File: config.mk
export PLATFORM = sky130hd
export DESIGN_NAME = crc32_with_zero_gap
export DESIGN_NICKNAME = d
export VERILOG_FILES = /design/src/hdl/crczg_pkg.sv /design/src/hdl/crczg_core.sv /design/src/hdl/crc32_with_zero_gap.sv
export SDC_FILE = /design/constraint.sdc
export NUM_CORES = 1
export LEC_CHECK = 0
export ABC_CLOCK_PERIOD_IN_PS = 4200
export BUFFER_PORTS_ARGS = -buffer_cell sky130_fd_sc_hd__buf_2
export CORE_UTILIZATION = 40
export DETAILED_ROUTE_END_ITERATION = 8
export HOLD_SLACK_MARGIN = 0.12
export SLEW_MARGIN = 15
export SYNTH_ARGS = -nofsm -noshare
export SYNTH_HDL_FRONTEND = slang
export SYNTH_SLANG_ARGS = --single-unit
File: constraint.sdc
create_clock -name aclk -period 4.2 [get_ports aclk]
set_input_delay 0.63 -clock aclk [delete_from_list [all_inputs] [get_ports aclk]]
set_output_delay 0.63 -clock aclk [all_outputs]
set_load 0.01 [all_outputs]
File: src/hdl/crczg_pkg.sv
`timescale 1ns / 1ps
// ----------------------------------------------------------------------------
// crczg_pkg - shared types, constants and the CRC byte update
// Reflected CRC-32 (poly 0xEDB88320) constants, register indexes, step struct.
// ----------------------------------------------------------------------------
package crczg_pkg;

    localparam int unsigned REG_W      = 13;   // gap_start / gap_length width
    localparam int unsigned CFG_ADDR_W = 1;
    localparam int unsigned DATA_W     = 8;
    localparam int unsigned CRC_W      = 32;

    localparam logic [CRC_W-1:0] CRC_POLY = 32'hEDB8_8320;
    localparam logic [CRC_W-1:0] CRC_INIT = 32'hFFFF_FFFF;

    localparam logic [REG_W-1:0] GAP_START_RST  = 13'd16;
    localparam logic [REG_W-1:0] GAP_LENGTH_RST = 13'd4;

    typedef enum logic [CFG_ADDR_W-1:0] {
        CFG_GAP_START  = 1'b0,
        CFG_GAP_LENGTH = 1'b1
    } cfg_addr_t;

    // one accepted byte towards the core
    typedef struct packed {
        logic en;
        logic last;
    } step_t;

    // eight LSB-first shift/XOR steps, one per message bit
    function automatic logic [CRC_W-1:0] crc_byte(input logic [CRC_W-1:0] crc,
                                                  input logic [DATA_W-1:0] data);
        logic [CRC_W-1:0] v;
        v = crc ^ {{(CRC_W-DATA_W){1'b0}}, data};
        for (int k = 0; k < DATA_W; k++) begin
            if (v[0]) begin
                v = (v >> 1) ^ CRC_POLY;
            end else begin
                v = v >> 1;
            end
        end
        return v;
    endfunction

endpackage

File: src/hdl/crczg_core.sv
`timescale 1ns / 1ps
// ----------------------------------------------------------------------------
// crczg_core - running CRC and byte position with zero-filled window
// Holds the CRC and saturating byte position; masks bytes inside the window.
// ----------------------------------------------------------------------------
module crczg_core #(
    parameter int unsigned MAX_MESSAGE_BYTES = 4096
) (
    input  logic                             aclk,
    input  logic                             aresetn,
    input  crczg_pkg::step_t                 step,
    input  logic [crczg_pkg::DATA_W-1:0]     data_byte,
    input  logic [crczg_pkg::REG_W-1:0]      gap_start,
    input  logic [crczg_pkg::REG_W-1:0]      gap_length,
    output logic [crczg_pkg::CRC_W-1:0]      crc_result
);
    import crczg_pkg::*;

    localparam int unsigned POS_W = $clog2(MAX_MESSAGE_BYTES + 1);
    localparam int unsigned END_W = REG_W + 1;
    localparam int unsigned CMP_W = (POS_W > END_W) ? POS_W : END_W;
    localparam logic [POS_W-1:0] POS_MAX = POS_W'(MAX_MESSAGE_BYTES);

    logic [CRC_W-1:0] crc_reg,  crc_next;
    logic [POS_W-1:0] pos_reg,  pos_next;
    logic [CMP_W-1:0] pos_cmp, start_cmp, end_cmp;
    logic             in_gap;
    logic [CRC_W-1:0] crc_upd;

    // window end computed one bit wider so it never wraps
    assign pos_cmp   = CMP_W'(pos_reg);
    assign start_cmp = CMP_W'(gap_start);
    assign end_cmp   = CMP_W'({1'b0, gap_start} + {1'b0, gap_length});
    assign in_gap    = (pos_cmp >= start_cmp) && (pos_cmp < end_cmp);

    assign crc_upd    = crc_byte(crc_reg, in_gap ? '0 : data_byte);
    assign crc_result = crc_upd ^ CRC_INIT;

    always_comb begin
        crc_next = crc_reg;
        pos_next = pos_reg;
        if (step.en) begin
            if (step.last) begin
                crc_next = CRC_INIT;
                pos_next = '0;
            end else begin
                crc_next = crc_upd;
                if (pos_reg < POS_MAX) begin
                    pos_next = pos_reg + 1'b1;
                end
            end
        end
    end

    always_ff @(posedge aclk) begin
        if (!aresetn) begin
            crc_reg <= CRC_INIT;
            pos_reg <= '0;
        end else begin
            crc_reg <= crc_next;
            pos_reg <= pos_next;
        end
    end

endmodule

File: src/hdl/crc32_with_zero_gap.sv
`timescale 1ns / 1ps
// ----------------------------------------------------------------------------
// crc32_with_zero_gap - byte-wide CRC-32 with a zero-filled byte window
// Reflected CRC-32 over a byte stream; bytes in [gap_start, gap_start +
// gap_length) enter as zero. Result on the tlast byte, inverted.
// ----------------------------------------------------------------------------
//  Channel   Dir  Fields (tdata LSB up)          Transfers
//  s_axis    in   data_byte[7:0], tlast=last     one per message byte
//  m_axis    out  crc_result[31:0]               one per message (tlast byte)
//  cfg       in   0: gap_start, 1: gap_length    write only, no back-pressure
//
//  One byte per cycle when not stalled. The CRC update is an 8-step XOR network
//  feeding crc_reg directly, so byte n+1 may follow byte n with no gap.
//  The result is held in an output register; s_axis_tready drops only while
//  that register is full and m_axis_tready is low.
//  Reset (aresetn low, synchronous): CRC all ones, position zero, gap_start 16,
//  gap_length 4, output empty.
// ----------------------------------------------------------------------------
module crc32_with_zero_gap #(
    parameter int unsigned MAX_MESSAGE_BYTES = 4096
) (
    input  logic                                 aclk,
    input  logic                                 aresetn,
    // input byte stream
    input  logic                                 s_axis_tvalid,
    output logic                                 s_axis_tready,
    input  logic [crczg_pkg::DATA_W-1:0]         s_axis_tdata,   // [7:0] data_byte
    input  logic                                 s_axis_tlast,   // last_byte
    // result stream
    output logic                                 m_axis_tvalid,
    input  logic                                 m_axis_tready,
    output logic [crczg_pkg::CRC_W-1:0]          m_axis_tdata,   // [31:0] crc_result
    // configuration writes
    input  logic                                 cfg_wr_en,
    input  logic [crczg_pkg::CFG_ADDR_W-1:0]     cfg_addr,
    input  logic [crczg_pkg::REG_W-1:0]          cfg_wdata
);
    import crczg_pkg::*;

    logic [REG_W-1:0]  gap_start_reg,  gap_start_next;
    logic [REG_W-1:0]  gap_length_reg, gap_length_next;
    logic              out_valid_reg,  out_valid_next;
    logic [CRC_W-1:0]  out_data_reg,   out_data_next;
    logic [CRC_W-1:0]  crc_final;
    logic              in_xfer;
    step_t             step;

    // accept while output is empty or being drained this cycle
    assign s_axis_tready = !out_valid_reg || m_axis_tready;
    assign in_xfer       = s_axis_tvalid && s_axis_tready;

    assign step.en   = in_xfer;
    assign step.last = s_axis_tlast;

    crczg_core #(
        .MAX_MESSAGE_BYTES (MAX_MESSAGE_BYTES)
    ) u_core (
        .aclk       (aclk),
        .aresetn    (aresetn),
        .step       (step),
        .data_byte  (s_axis_tdata),
        .gap_start  (gap_start_reg),
        .gap_length (gap_length_reg),
        .crc_result (crc_final)
    );

    // register decode; writes land from the next byte on
    always_comb begin
        gap_start_next  = gap_start_reg;
        gap_length_next = gap_length_reg;
        if (cfg_wr_en) begin
            unique case (cfg_addr_t'(cfg_addr))
                CFG_GAP_START:  gap_start_next  = cfg_wdata;
                CFG_GAP_LENGTH: gap_length_next = cfg_wdata;
                default: ;
            endcase
        end
    end

    // output register: load on the last byte, clear once taken
    always_comb begin
        out_valid_next = out_valid_reg;
        out_data_next  = out_data_reg;
        if (m_axis_tready) begin
            out_valid_next = 1'b0;
        end
        if (in_xfer && s_axis_tlast) begin
            out_valid_next = 1'b1;
            out_data_next  = crc_final;
        end
    end

    always_ff @(posedge aclk) begin
        if (!aresetn) begin
            gap_start_reg  <= GAP_START_RST;
            gap_length_reg <= GAP_LENGTH_RST;
            out_valid_reg  <= 1'b0;
        end else begin
            gap_start_reg  <= gap_start_next;
            gap_length_reg <= gap_length_next;
            out_valid_reg  <= out_valid_next;
        end
    end

    always_ff @(posedge aclk) begin
        out_data_reg <= out_data_next;
    end

    assign m_axis_tvalid = out_valid_reg;
    assign m_axis_tdata  = out_data_reg;

endmodule
==> impl_metrics.prom, run 1 <==
# TYPE chip_impl_metric gauge
chip_impl_metric{name="synth.lib_cells_used.distinct",unit=""} 57
chip_impl_metric{name="maximum_number_of_pins_on_one_net_before_global_route_repair",unit=""} 53
chip_impl_info{name="synth-main-ff-cell",value="sky130_fd_sc_hd__dfxtp_1"} 1
chip_impl_metric{name="clock_latency_reported_for_the_late_side_of_the_worst_skew_pair",unit="ps"} 360
chip_impl_metric{name="syn-instance-count",unit=""} 670
chip_impl_info{name="end_kind",value="flip-flop"} 1
chip_impl_metric{name="place.detailed.hpwl",unit="um"} 11200
chip_impl_metric{name="worst_ep_required_time",unit="ps"} 4440
chip_impl_metric{name="synth.net_count",unit=""} 738
chip_impl_info{name="setup.worst_path.class",value="reg2reg"} 1
chip_impl_metric{name="fin_util",unit="%"} 50.4
chip_impl_info{name="root_buffer",value="sky130_fd_sc_hd__clkbuf_16"} 1
chip_impl_metric{name="rows",unit=""} 45
chip_impl_metric{name="core_area",unit="um^2"} 15200
chip_impl_metric{name="route.final.wire_length",unit="um"} 15100
chip_impl_metric{name="layout.filler_cells",unit=""} 1430
chip_impl_metric{name="relative_slew_slack",unit="%"} 27.1
chip_impl_metric{name="die_w",unit="um"} 127
chip_impl_metric{name="postSynth.asyncResetShare",unit="%"} 0
chip_impl_metric{name="worst_pin_slew",unit="ps"} 1090
chip_impl_metric{name="maxSlewViolCount",unit=""} 0
chip_impl_metric{name="ys.warnings.count",unit=""} 0
chip_impl_info{name="failed_checks",value="setup timing"} 1
chip_impl_info{name="final_cell_mix",value="sky130_fd_sc_hd__nand2_1 (90), sky130_fd_sc_hd__dfxtp_1 (70), sky130_fd_sc_hd__buf_2 (61), sky130_fd_sc_hd__xnor2_1 (55), sky130_fd_sc_hd__buf_4 (44)"} 1
chip_impl_metric{name="die_y_extent",unit="um"} 127
chip_impl_metric{name="yosys_register_bits",unit=""} 104
chip_impl_metric{name="cap_viol_max_count",unit=""} 0
chip_impl_metric{name="cts_made_buffers",unit=""} 9
chip_impl_metric{name="final_hold_viol_count",unit=""} 0
chip_impl_metric{name="initialDrtViolationCount",unit=""} 186
chip_impl_metric{name="place_ws",unit="ps"} -639
chip_impl_metric{name="syn-cell-area",unit="um^2"} 6240
chip_impl_metric{name="share_of_the_clock_period_used_by_the_worst_path_after_layout",unit="%"} 103
chip_impl_metric{name="number_of_enable_type_register_cells_in_the_synthesized_netlist",unit=""} 32
chip_impl_metric{name="drc",unit=""} 0
chip_impl_info{name="critical_path.startpoint_type",value="flip-flop"} 1
chip_impl_metric{name="critPathArrivalTime",unit="ps"} 4550
chip_impl_metric{name="sum_of_internal_switching_and_leakage_power",unit="W"} 0.00382
chip_impl_metric{name="fin_crit",unit="ps"} 4310
chip_impl_metric{name="num_antenna_cells",unit=""} 0
chip_impl_metric{name="max_freq",unit="GHz"} 0.232
chip_impl_metric{name="syn2layout_area_growth",unit="%"} 22.7
chip_impl_metric{name="fp.dieArea",unit="um^2"} 16100
chip_impl_metric{name="reg2reg_setup_slack",unit="ps"} -110
chip_impl_metric{name="cts_htree_levels",unit=""} 3
chip_impl_metric{name="power_density",unit="nW/um^2"} 499
chip_impl_metric{name="detail_route.first_pass.iterations",unit=""} 4
chip_impl_metric{name="clkTransAtPathRegs",unit="ps"} 80
chip_impl_metric{name="wire_per_inst",unit="um"} 15.9
chip_impl_metric{name="synthesized_area_per_cell",unit="um^2"} 9.31
chip_impl_info{name="status",value="complete, but fails checks"} 1
chip_impl_metric{name="antenna_found_initial",unit=""} 1
chip_impl_metric{name="setup_violations",unit=""} 14
chip_impl_metric{name="max-vdd-ir-drop",unit="mV"} 0.250
chip_impl_metric{name="cts.path.max_buffers",unit=""} 2
chip_impl_info{name="unrepaired_setup_endpoints_after_global_routing",value="true"} 1
chip_impl_metric{name="post_route_skew",unit="ps"} 9.83
chip_impl_metric{name="worst-path-max-fanout",unit=""} 6
chip_impl_info{name="hold_path.class",value="reg2reg"} 1
chip_impl_metric{name="vias",unit=""} 4949
chip_impl_info{name="cts_tree",value="built"} 1
chip_impl_metric{name="antenna_violating_nets_post_route",unit=""} 0
chip_impl_metric{name="synth_sequential_area_ratio",unit="%"} 38.5
chip_impl_metric{name="grt.total_usage",unit="%"} 19.6
chip_impl_metric{name="fin_nets",unit=""} 829
chip_impl_metric{name="fin_worst_hold_slack",unit="ps"} 474
chip_impl_metric{name="grt_overflow",unit=""} 0
chip_impl_info{name="layout_commonest_cell",value="sky130_fd_sc_hd__nand2_1"} 1
chip_impl_metric{name="floorplan.initialDensity",unit="%"} 41.1
chip_impl_metric{name="leakage_component_of_the_power",unit="nW"} 3.10
chip_impl_metric{name="grt_first_pass_wirelength",unit="um"} 24500
chip_impl_metric{name="route.detailed.vias_per_inst",unit=""} 5.19
chip_impl_metric{name="final.setup.tns",unit="ps"} -792
chip_impl_metric{name="clock_sink_count",unit=""} 104
chip_impl_metric{name="globalplace.congestion",unit=""} 0.878
chip_impl_metric{name="ctsHoldBuffers",unit=""} 0
chip_impl_metric{name="portBuffers",unit=""} 61
chip_impl_metric{name="first_global_vias",unit=""} 4877
chip_impl_metric{name="drive_gt1_share",unit="%"} 24.7
chip_impl_metric{name="io_pins",unit=""} 62
chip_impl_metric{name="final_critical_path_setup_slack",unit="ps"} -109
## timing repair
item,CTS,global route
setup buffers,7,2
gates cloned,0,1
resized for setup,26,30
pin swaps,20,15
setup endpoints to repair,59,62
## metal layers
| metal | up-vias | GRT usage, % | wire length, um |
|---|---|---|---|
| met3 | 23 | 2.99 | 412 |
| met5 | - | 0 | 13 |
| li1 | 2497 | - | - |
| met2 | 81 | 35.3 | 7490 |
| met1 | 2346 | 23.5 | 6930 |
| met4 | 2 | 7.42 | 298 |
## metrics by stage
stage               cell area (um^2)  std cells
finish                          7650        954
global route                    7650        954
CTS                             7450        951
detailed placement              6970        928
global placement                6970        928
floorplan                       6260        670
## synthesized netlist by cell type (all sizes together) (8+ instances only)
cell type	instances	share of area, %
nand2	91	5.5
xnor2	75	11
dfxtp	72	23
xor2	42	5.9
a21oi	41	3.6
ha	39	7.8
o21ai	37	3.0
nor2	33	2.0
edfxtp	32	15
a21boi	26	3.2
clkbuf	23	1.4
inv	20	1.2
nand3	17	1.4
nor3	13	1.2
o211ai	12	1.6
buf	10	0.92
a211oi	9	1.2
a21o	8	0.96
nand2b	8	0.80
## worst max-delay path, stage by stage (launching register included)
cell	delay, ps
sky130_fd_sc_hd__dfxtp_2	340
sky130_fd_sc_hd__ha_4	160
sky130_fd_sc_hd__fa_2	340
sky130_fd_sc_hd__a21o_1	190
sky130_fd_sc_hd__a21oi_2	160
sky130_fd_sc_hd__o21bai_1	90
sky130_fd_sc_hd__a21oi_2	160
sky130_fd_sc_hd__nor2b_1	70
sky130_fd_sc_hd__nor2_1	130
sky130_fd_sc_hd__o311ai_2	110
sky130_fd_sc_hd__o41ai_2	240
sky130_fd_sc_hd__xor2_1	110
sky130_fd_sc_hd__ha_1	320
sky130_fd_sc_hd__o21ai_0	90
sky130_fd_sc_hd__nor2_1	150
sky130_fd_sc_hd__o21ai_2	100
sky130_fd_sc_hd__a211o_1	320
sky130_fd_sc_hd__buf_4	180
sky130_fd_sc_hd__a21boi_2	150
sky130_fd_sc_hd__xnor3_1	270
sky130_fd_sc_hd__nor3b_1	160
sky130_fd_sc_hd__a2111o_1	350
## cells by family (layout without fill, tap and decap cells)
family,after synthesis,in the layout,synth area share (%)
adder cells (fa/ha/maj),40,40,8.14
AO/OA/AOI/OAI,150,150,15.8
flip-flops,104,104,38.5
buffers and inverters,53,149,3.51
multiplexers,1,1,0.361
AND/OR/NAND/NOR,200,200,15.0
XOR/XNOR,122,122,18.7
## final cells by class
cell class	count	area, um^2	area share (%)
well taps	188	235	3.07
flip-flops and latches	104	2400	31.4
multi-input cells	513	3920	51.2
repair buffers	113	748	9.77
inverters	20	75.1	0.981
clock buffers	11	233	3.04
clock inverters	5	40.0	0.523
## final timing paths
kind | from | endpoint | cells after the start
setup / recovery | gap_start_reg[0]$_SDFFE_PN0P_ | u_core.crc_reg[16]$_SDFFE_PN1P_ | 21
hold / removal | gap_length_reg[3]$_SDFFE_PN0P_ | gap_length_reg[3]$_SDFFE_PN0P_ | 2
setup reg to reg | gap_start_reg[0]$_SDFFE_PN0P_ | u_core.crc_reg[16]$_SDFFE_PN1P_ | 21
hold reg to reg | gap_length_reg[3]$_SDFFE_PN0P_ | gap_length_reg[3]$_SDFFE_PN0P_ | 2
## report_power, final
group / total, W / internal [W] / leakage [nW] / switching [W]
logic: 0.00161 / 0.000832 / 2.08 / 0.000782
clock network: 0.000810 / 0.000409 / 0.130 / 0.000401
registers: 0.00139 / 0.00128 / 0.891 / 0.000117
total: 0.00382 / 0.00252 / 3.10 / 0.00130
Power figures use the tool's default switching activity.
==> run 2: changes to the inputs <==
--- a/config.mk
+++ b/config.mk
@@ -7,9 +7,10 @@
 export LEC_CHECK = 0
 export ABC_CLOCK_PERIOD_IN_PS = 4200
 export BUFFER_PORTS_ARGS = -buffer_cell sky130_fd_sc_hd__buf_2
-export CORE_UTILIZATION = 40
+export CORE_UTILIZATION = 54
 export DETAILED_ROUTE_END_ITERATION = 8
 export HOLD_SLACK_MARGIN = 0.12
+export PLACE_DENSITY = 0.77
 export SLEW_MARGIN = 15
 export SYNTH_ARGS = -nofsm -noshare
 export SYNTH_HDL_FRONTEND = slang
==> impl_metrics.prom, run 2 (synthesized netlist as in run 1, its figures left out) <==
# TYPE chip_impl_metric gauge
chip_impl_info{name="status",value="complete, but fails checks"} 1
chip_impl_info{name="failed_checks",value="setup timing"} 1
chip_impl_metric{name="fin_crit",unit="ps"} 4460
chip_impl_metric{name="leakage_component_of_the_power",unit="nW"} 3.10
chip_impl_info{name="unrepaired_setup_endpoints_after_global_routing",value="true"} 1
chip_impl_metric{name="globalplace.congestion",unit=""} 0.928
chip_impl_metric{name="power.share.switching",unit="%"} 34.8
chip_impl_metric{name="max_freq",unit="GHz"} 0.224
chip_impl_metric{name="relative_slew_slack",unit="%"} 27.8
chip_impl_info{name="hold_path.class",value="reg2reg"} 1
chip_impl_metric{name="cts_made_buffers",unit=""} 9
chip_impl_info{name="critical_path.startpoint_type",value="flip-flop"} 1
chip_impl_metric{name="place.detailed.hpwl",unit="um"} 10700
chip_impl_metric{name="floorplan.initialDensity",unit="%"} 56.6
chip_impl_metric{name="post_dp_cell_area",unit="um^2"} 6890
chip_impl_metric{name="ctsHoldBuffers",unit=""} 0
chip_impl_metric{name="setup_violations",unit=""} 47
chip_impl_metric{name="worst_ep_required_time",unit="ps"} 4310
chip_impl_metric{name="r2r_cells",unit=""} 21
chip_impl_metric{name="worst_pin_slew",unit="ps"} 1080
chip_impl_metric{name="io_pins",unit=""} 62
chip_impl_info{name="final_cell_mix",value="sky130_fd_sc_hd__nand2_1 (90), sky130_fd_sc_hd__dfxtp_1 (70), sky130_fd_sc_hd__buf_2 (61), sky130_fd_sc_hd__xnor2_1 (59), sky130_fd_sc_hd__buf_4 (43)"} 1
chip_impl_metric{name="post_route_skew",unit="ps"} 9.29
chip_impl_metric{name="clkTransAtPathRegs",unit="ps"} 80
chip_impl_metric{name="grt_overflow",unit=""} 0
chip_impl_metric{name="sum_of_internal_switching_and_leakage_power",unit="W"} 0.00379
chip_impl_info{name="worst_hold_path_startpoint",value="gap_length_reg[9]$_SDFFE_PN0P_"} 1
chip_impl_metric{name="maxSlewViolCount",unit=""} 0
chip_impl_info{name="layout_commonest_cell",value="sky130_fd_sc_hd__nand2_1"} 1
chip_impl_info{name="worstReg2RegEnd",value="m_axis_tdata[5]$_DFFE_PP_"} 1
chip_impl_metric{name="cap_viol_max_count",unit=""} 0
chip_impl_metric{name="num_antenna_cells",unit=""} 0
chip_impl_metric{name="fp.dieArea",unit="um^2"} 12000
chip_impl_metric{name="final_hold_viol_count",unit=""} 0
chip_impl_metric{name="drc",unit=""} 0
chip_impl_metric{name="die_w",unit="um"} 110
chip_impl_metric{name="detail_route.first_pass.iterations",unit=""} 4
chip_impl_metric{name="cellInternalPower",unit="W"} 0.00247
chip_impl_metric{name="fin_util",unit="%"} 69.7
chip_impl_metric{name="postLayoutCellArea",unit="um^2"} 7690
chip_impl_metric{name="vias",unit=""} 5061
chip_impl_metric{name="clock_sink_count",unit=""} 104
chip_impl_metric{name="share_of_the_clock_period_used_by_the_worst_path_after_layout",unit="%"} 106
chip_impl_metric{name="drive_gt1_share",unit="%"} 25.8
chip_impl_metric{name="clock_latency_reported_for_the_late_side_of_the_worst_skew_pair",unit="ps"} 360
chip_impl_metric{name="cts_htree_levels",unit=""} 3
chip_impl_info{name="min_to",value="gap_length_reg[9]$_SDFFE_PN0P_"} 1
chip_impl_metric{name="syn2layout_area_growth",unit="%"} 23.2
chip_impl_metric{name="antenna_violating_nets_post_route",unit=""} 0
chip_impl_metric{name="fin_nets",unit=""} 829
chip_impl_metric{name="max-vdd-ir-drop",unit="mV"} 0.530
chip_impl_metric{name="route.final.wire_length",unit="um"} 15500
chip_impl_metric{name="grt_first_pass_wirelength",unit="um"} 23900
chip_impl_metric{name="switching_power",unit="W"} 0.00132
chip_impl_info{name="root_buffer",value="sky130_fd_sc_hd__clkbuf_16"} 1
chip_impl_metric{name="place_ws",unit="ps"} -457
chip_impl_info{name="setup.worst_path.class",value="reg2reg"} 1
chip_impl_metric{name="power.sequential.fraction",unit="%"} 36.6
chip_impl_metric{name="initialDrtViolationCount",unit=""} 303
chip_impl_metric{name="power_density",unit="nW/um^2"} 494
chip_impl_metric{name="reg2reg_setup_slack",unit="ps"} -260
chip_impl_metric{name="portBuffers",unit=""} 61
chip_impl_info{name="end_kind",value="flip-flop"} 1
chip_impl_metric{name="die_y_extent",unit="um"} 110
chip_impl_metric{name="wire_per_inst",unit="um"} 17.1
chip_impl_metric{name="critPathArrivalTime",unit="ps"} 4570
chip_impl_metric{name="core_area",unit="um^2"} 11000
chip_impl_metric{name="power.share.clock",unit="%"} 21.7
chip_impl_metric{name="cts.path.max_buffers",unit=""} 2
chip_impl_metric{name="layout.filler_cells",unit=""} 830
chip_impl_metric{name="worst-path-max-fanout",unit=""} 5
chip_impl_metric{name="final_critical_path_setup_slack",unit="ps"} -258
chip_impl_metric{name="maximum_number_of_pins_on_one_net_before_global_route_repair",unit=""} 49
chip_impl_metric{name="antenna_found_initial",unit=""} 0
chip_impl_metric{name="route.detailed.vias_per_inst",unit=""} 5.59
chip_impl_metric{name="grt.total_usage",unit="%"} 26.5
chip_impl_info{name="cts_tree",value="built"} 1
chip_impl_info{name="r2r_start",value="gap_length_reg[0]$_SDFFE_PN0P_"} 1
chip_impl_metric{name="power.share.combinational",unit="%"} 41.6
chip_impl_metric{name="rows",unit=""} 38
chip_impl_metric{name="first_global_vias",unit=""} 4849
chip_impl_metric{name="hold_path_depth",unit=""} 2
run 2: power by group through the flow:
stage	logic, W	registers [W]	clock network [W]
2_1_floorplan	0.000970	0.00140	0
3_3_place_gp	0.00135	0.00140	0
3_5_place_dp	0.00137	0.00140	0
4_1_cts	0.00147	0.00139	0.000837
5_1_grt	0.00170	0.00141	0.000878
6_report	0.00158	0.00139	0.000825
run 2: timing repair:
action | in CTS | in global routing
setup buffers | 9 | 4
cloned | 0 | 1
gates resized for setup | 54 | 23
setup endpoints to repair | 62 | 64
pin swaps | 17 | 15
run 2: critical path, cell delays in order (launching register included):
cell                       delay, ps
sky130_fd_sc_hd__dfxtp_2         340
sky130_fd_sc_hd__ha_4            160
sky130_fd_sc_hd__fa_2            350
sky130_fd_sc_hd__a21o_1          190
sky130_fd_sc_hd__a21oi_2         170
sky130_fd_sc_hd__o21bai_1        100
sky130_fd_sc_hd__a21oi_2         170
sky130_fd_sc_hd__nor2b_2          70
sky130_fd_sc_hd__nor2_2          110
sky130_fd_sc_hd__o311ai_2        140
sky130_fd_sc_hd__o41ai_2         290
sky130_fd_sc_hd__xor2_1          130
sky130_fd_sc_hd__ha_1            330
sky130_fd_sc_hd__o21ai_1          70
sky130_fd_sc_hd__nor2_1          130
sky130_fd_sc_hd__o21ai_2         100
sky130_fd_sc_hd__a211o_1         330
sky130_fd_sc_hd__buf_6           150
sky130_fd_sc_hd__mux2i_4         200
sky130_fd_sc_hd__a211o_4         380
sky130_fd_sc_hd__and2_4          180
sky130_fd_sc_hd__xnor2_1         120
run 2: layout make-up:
cell class              count  area, um^2  area share [%]
multi-input cells         513        3990            51.9
repair buffers            113         756            9.83
well taps                 140         175            2.28
flip-flops and latches    104        2400            31.3
inverters                  20        75.1           0.977
clock inverters             7        62.6           0.814
clock buffers               9         225            2.93
run 2: per-stage QoR:
| step | std cells | hold WS (ps) | TNS [ps] |
|---|---|---|---|
| final | 906 | 473 | -6360 |
| after floorplan | 670 | 441 | 0 |
| after detailed placement | 877 | 467 | -16340 |
| after global placement | 877 | 460 | -10370 |
| after global routing | 906 | 493 | -15790 |
| after CTS | 902 | 478 | -2990 |
run 2: how the worst max path moves through the flow:
stage,from,endpoint,cells after the start
after global placement,gap_start_reg[0]$_SDFFE_PN0P_,m_axis_tdata[5]$_DFFE_PP_,20
after CTS,gap_length_reg[0]$_SDFFE_PN0P_,m_axis_tdata[5]$_DFFE_PP_,21
final,gap_length_reg[0]$_SDFFE_PN0P_,m_axis_tdata[5]$_DFFE_PP_,21
after global routing,gap_length_reg[0]$_SDFFE_PN0P_,m_axis_tdata[15]$_DFFE_PP_,24
after detailed placement,gap_length_reg[0]$_SDFFE_PN0P_,m_axis_tdata[5]$_DFFE_PP_,20
after floorplan,gap_start_reg[0]$_SDFFE_PN0P_,m_axis_tdata[27]$_DFFE_PP_,21
run 2: metal layers:
metal	vias up	wire, um	GRT usage [%]	part of all wire, %
li1	2504	-	-	-
met1	2379	6800	34.2	44
met2	151	7390	42.9	48
met3	27	953	5.69	6.2
met4	0	339	11.1	2.2
met5	-	0	0	0
==> run 3: changes to the inputs <==
--- a/config.mk
+++ b/config.mk
@@ -7,6 +7,7 @@
 export LEC_CHECK = 0
 export ABC_CLOCK_PERIOD_IN_PS = 4200
 export BUFFER_PORTS_ARGS = -buffer_cell sky130_fd_sc_hd__buf_2
+export CORE_ASPECT_RATIO = 2
 export CORE_UTILIZATION = 54
 export DETAILED_ROUTE_END_ITERATION = 8
 export HOLD_SLACK_MARGIN = 0.12
==> impl_metrics.prom, run 3 (synthesized netlist as in run 1, its figures left out) <==
# TYPE chip_impl_metric gauge
chip_impl_metric{name="post_route_skew",unit="ps"} 9.92
chip_impl_metric{name="fin_crit",unit="ps"} 4390
chip_impl_metric{name="drc",unit=""} 0
chip_impl_metric{name="drt-met1-wl",unit="um"} 5380
chip_impl_metric{name="cap_viol_max_count",unit=""} 0
chip_impl_metric{name="cellInternalPower",unit="W"} 0.00258
chip_impl_info{name="status",value="complete, but fails checks"} 1
chip_impl_metric{name="fp.dieArea",unit="um^2"} 12000
chip_impl_metric{name="max_freq",unit="GHz"} 0.228
chip_impl_info{name="root_buffer",value="sky130_fd_sc_hd__clkbuf_16"} 1
chip_impl_metric{name="grt_overflow",unit=""} 0
chip_impl_metric{name="power_density",unit="nW/um^2"} 511
chip_impl_metric{name="switching_power",unit="W"} 0.00137
chip_impl_metric{name="floorplan.initialDensity",unit="%"} 55.3
chip_impl_info{name="critical_path.startpoint_type",value="flip-flop"} 1
chip_impl_metric{name="critPathArrivalTime",unit="ps"} 4480
chip_impl_metric{name="max-vdd-ir-drop",unit="mV"} 0.339
chip_impl_metric{name="postLayoutCellArea",unit="um^2"} 7730
chip_impl_metric{name="final_hold_viol_count",unit=""} 0
chip_impl_metric{name="fin_nets",unit=""} 829
chip_impl_metric{name="maxSlewViolCount",unit=""} 0
chip_impl_metric{name="num_antenna_cells",unit=""} 0
chip_impl_metric{name="core_area",unit="um^2"} 11300
chip_impl_metric{name="vias",unit=""} 5114
chip_impl_metric{name="rows",unit=""} 55
chip_impl_metric{name="initialDrtViolationCount",unit=""} 188
chip_impl_metric{name="setup_violations",unit=""} 43
chip_impl_metric{name="final.setup.tns",unit="ps"} -4900
chip_impl_info{name="final_cell_mix",value="sky130_fd_sc_hd__nand2_1 (86), sky130_fd_sc_hd__dfxtp_1 (70), sky130_fd_sc_hd__buf_2 (61), sky130_fd_sc_hd__xnor2_1 (54)"} 1
chip_impl_metric{name="clkTransAtPathRegs",unit="ps"} 80
chip_impl_metric{name="detail_route.first_pass.iterations",unit=""} 4
chip_impl_metric{name="layout.filler_cells",unit=""} 885
chip_impl_metric{name="power.sequential.fraction",unit="%"} 35.4
chip_impl_info{name="hold_path.class",value="reg2reg"} 1
chip_impl_metric{name="ctsHoldBuffers",unit=""} 0
chip_impl_metric{name="final_critical_path_setup_slack",unit="ps"} -188
chip_impl_info{name="route.top_layer_used",value="met4"} 1
chip_impl_metric{name="power.share.clock",unit="%"} 23.0
chip_impl_metric{name="route.final.wire_length",unit="um"} 16500
chip_impl_metric{name="worst_ep_required_time",unit="ps"} 4290
chip_impl_metric{name="leakage_component_of_the_power",unit="nW"} 3.15
chip_impl_metric{name="cts_htree_levels",unit=""} 3
chip_impl_metric{name="globalplace.congestion",unit=""} 0.974
chip_impl_metric{name="cts.path.max_buffers",unit=""} 2
chip_impl_metric{name="routed-wl-met3",unit="um"} 384
chip_impl_info{name="cts_tree",value="built"} 1
chip_impl_metric{name="route.detailed.vias_per_inst",unit=""} 5.63
chip_impl_metric{name="post_layout_nonfiller_instances",unit=""} 908
chip_impl_metric{name="power.share.switching",unit="%"} 34.6
chip_impl_metric{name="clock_sink_count",unit=""} 104
chip_impl_metric{name="relative_slew_slack",unit="%"} 31.9
chip_impl_metric{name="power.share.combinational",unit="%"} 41.5
chip_impl_metric{name="worst_pin_slew",unit="ps"} 1020
chip_impl_metric{name="io_pins",unit=""} 62
chip_impl_metric{name="die_y_extent",unit="um"} 154
chip_impl_metric{name="die_w",unit="um"} 78.0
chip_impl_metric{name="place_ws",unit="ps"} -315
chip_impl_info{name="setup.worst_path.class",value="reg2reg"} 1
chip_impl_metric{name="post_dp_cell_area",unit="um^2"} 6870
chip_impl_metric{name="sum_of_internal_switching_and_leakage_power",unit="W"} 0.00395
chip_impl_metric{name="first_global_vias",unit=""} 5292
chip_impl_metric{name="cts_made_buffers",unit=""} 9
chip_impl_metric{name="antenna_violating_nets_post_route",unit=""} 0
chip_impl_metric{name="wire_per_inst",unit="um"} 18.1
chip_impl_metric{name="place.detailed.hpwl",unit="um"} 12500
chip_impl_metric{name="portBuffers",unit=""} 61
chip_impl_info{name="layout_commonest_cell",value="sky130_fd_sc_hd__nand2_1"} 1
chip_impl_metric{name="drive_gt1_share",unit="%"} 26.8
chip_impl_metric{name="wl_met2",unit="um"} 9440
chip_impl_metric{name="antenna_found_initial",unit=""} 0
chip_impl_metric{name="share_of_the_clock_period_used_by_the_worst_path_after_layout",unit="%"} 104
chip_impl_metric{name="numPlacedInstances",unit=""} 877
chip_impl_metric{name="grt.total_usage",unit="%"} 28.7
chip_impl_metric{name="worst-path-max-fanout",unit=""} 5
chip_impl_metric{name="syn2layout_area_growth",unit="%"} 23.9
chip_impl_metric{name="grt_first_pass_wirelength",unit="um"} 26200
chip_impl_metric{name="maximum_number_of_pins_on_one_net_before_global_route_repair",unit=""} 41
chip_impl_info{name="failed_checks",value="setup timing"} 1
chip_impl_info{name="end_kind",value="flip-flop"} 1
chip_impl_info{name="unrepaired_setup_endpoints_after_global_routing",value="true"} 1
chip_impl_metric{name="clock_latency_reported_for_the_late_side_of_the_worst_skew_pair",unit="ps"} 350
-- run 3: changes by cell type in the layout (fill, tap and decap cells not counted), sizes merged --
cell / previous run / this run
clkinvlp: 1 / 0
bufinv: 0 / 1
inv: 24 / 25
buf: 112 / 113
clkinv: 2 / 1
clkbuf: 10 / 9
-- run 3: final cells by class --
type,instances,area [um^2],share of cell area (%)
multi-input cells,513,4000,51.7
flip-flops and latches,104,2400,31.1
repair buffers,113,753,9.74
clock buffers,9,225,2.91
well taps,142,178,2.30
clock inverters,7,95.1,1.23
inverters,20,75.1,0.971
-- run 3: final timing paths --
check	slack, ps	cells after the start	startpoint	end
max reg2reg	-190	22	gap_length_reg[0]$_SDFFE_PN0P_	m_axis_tdata[26]$_DFFE_PP_
max	-190	22	gap_length_reg[0]$_SDFFE_PN0P_	m_axis_tdata[26]$_DFFE_PP_
min	470	2	gap_length_reg[9]$_SDFFE_PN0P_	gap_length_reg[9]$_SDFFE_PN0P_
min reg2reg	470	2	gap_length_reg[9]$_SDFFE_PN0P_	gap_length_reg[9]$_SDFFE_PN0P_
-- run 3: critical path, stage by stage, from the launching register on --
cell	delay [ps]
sky130_fd_sc_hd__dfxtp_2	340
sky130_fd_sc_hd__ha_4	160
sky130_fd_sc_hd__fa_2	330
sky130_fd_sc_hd__a21o_1	180
sky130_fd_sc_hd__a21oi_2	140
sky130_fd_sc_hd__o21bai_1	90
sky130_fd_sc_hd__a21oi_2	150
sky130_fd_sc_hd__nor2b_1	70
sky130_fd_sc_hd__nor2_1	120
sky130_fd_sc_hd__o311ai_2	120
sky130_fd_sc_hd__o41ai_2	380
sky130_fd_sc_hd__xor2_1	230
sky130_fd_sc_hd__ha_1	290
sky130_fd_sc_hd__a211oi_2	180
sky130_fd_sc_hd__o21ai_1	100
sky130_fd_sc_hd__a21oi_2	150
sky130_fd_sc_hd__a211oi_2	50
sky130_fd_sc_hd__buf_4	170
sky130_fd_sc_hd__buf_4	140
sky130_fd_sc_hd__a21o_1	150
sky130_fd_sc_hd__or2_4	270
sky130_fd_sc_hd__buf_6	120
sky130_fd_sc_hd__xnor3_1	190
-- run 3: power groups by stage --
stage               Clock, W  Sequential, W  Combinational [W]
floorplan                  0        0.00140           0.000970
global placement           0        0.00141            0.00135
detailed placement         0        0.00142            0.00139
CTS                 0.000919        0.00140            0.00152
global route        0.000959        0.00141            0.00176
finish              0.000910        0.00140            0.00164
-- run 3: layer usage --
| layer | vias up | global-route usage (%) |
|---|---|---|
| met5 | - | 0 |
| met4 | 0 | 21.6 |
| met3 | 59 | 4.21 |
| met2 | 121 | 56.2 |
| met1 | 2436 | 25.2 |
| li1 | 2498 | - |
-- run 3: repair_timing --
item / in CTS / in global routing
hold endpoints to repair: 0 / 0
buffers inserted: 14 / 2
endpoints found under the setup margin: 63 / 64
resized for setup: 49 / 33
cloned: 0 / 0
pin swaps: 39 / 21
-- run 3: metrics by stage --
| step | hold WS, ps | util (%) |
|---|---|---|
| global placement | 457 | 60.9 |
| finish | 470 | 68.5 |
| detailed placement | 463 | 60.9 |
| floorplan | 441 | - |
| CTS | 475 | 67.0 |
| global route | 492 | 68.5 |
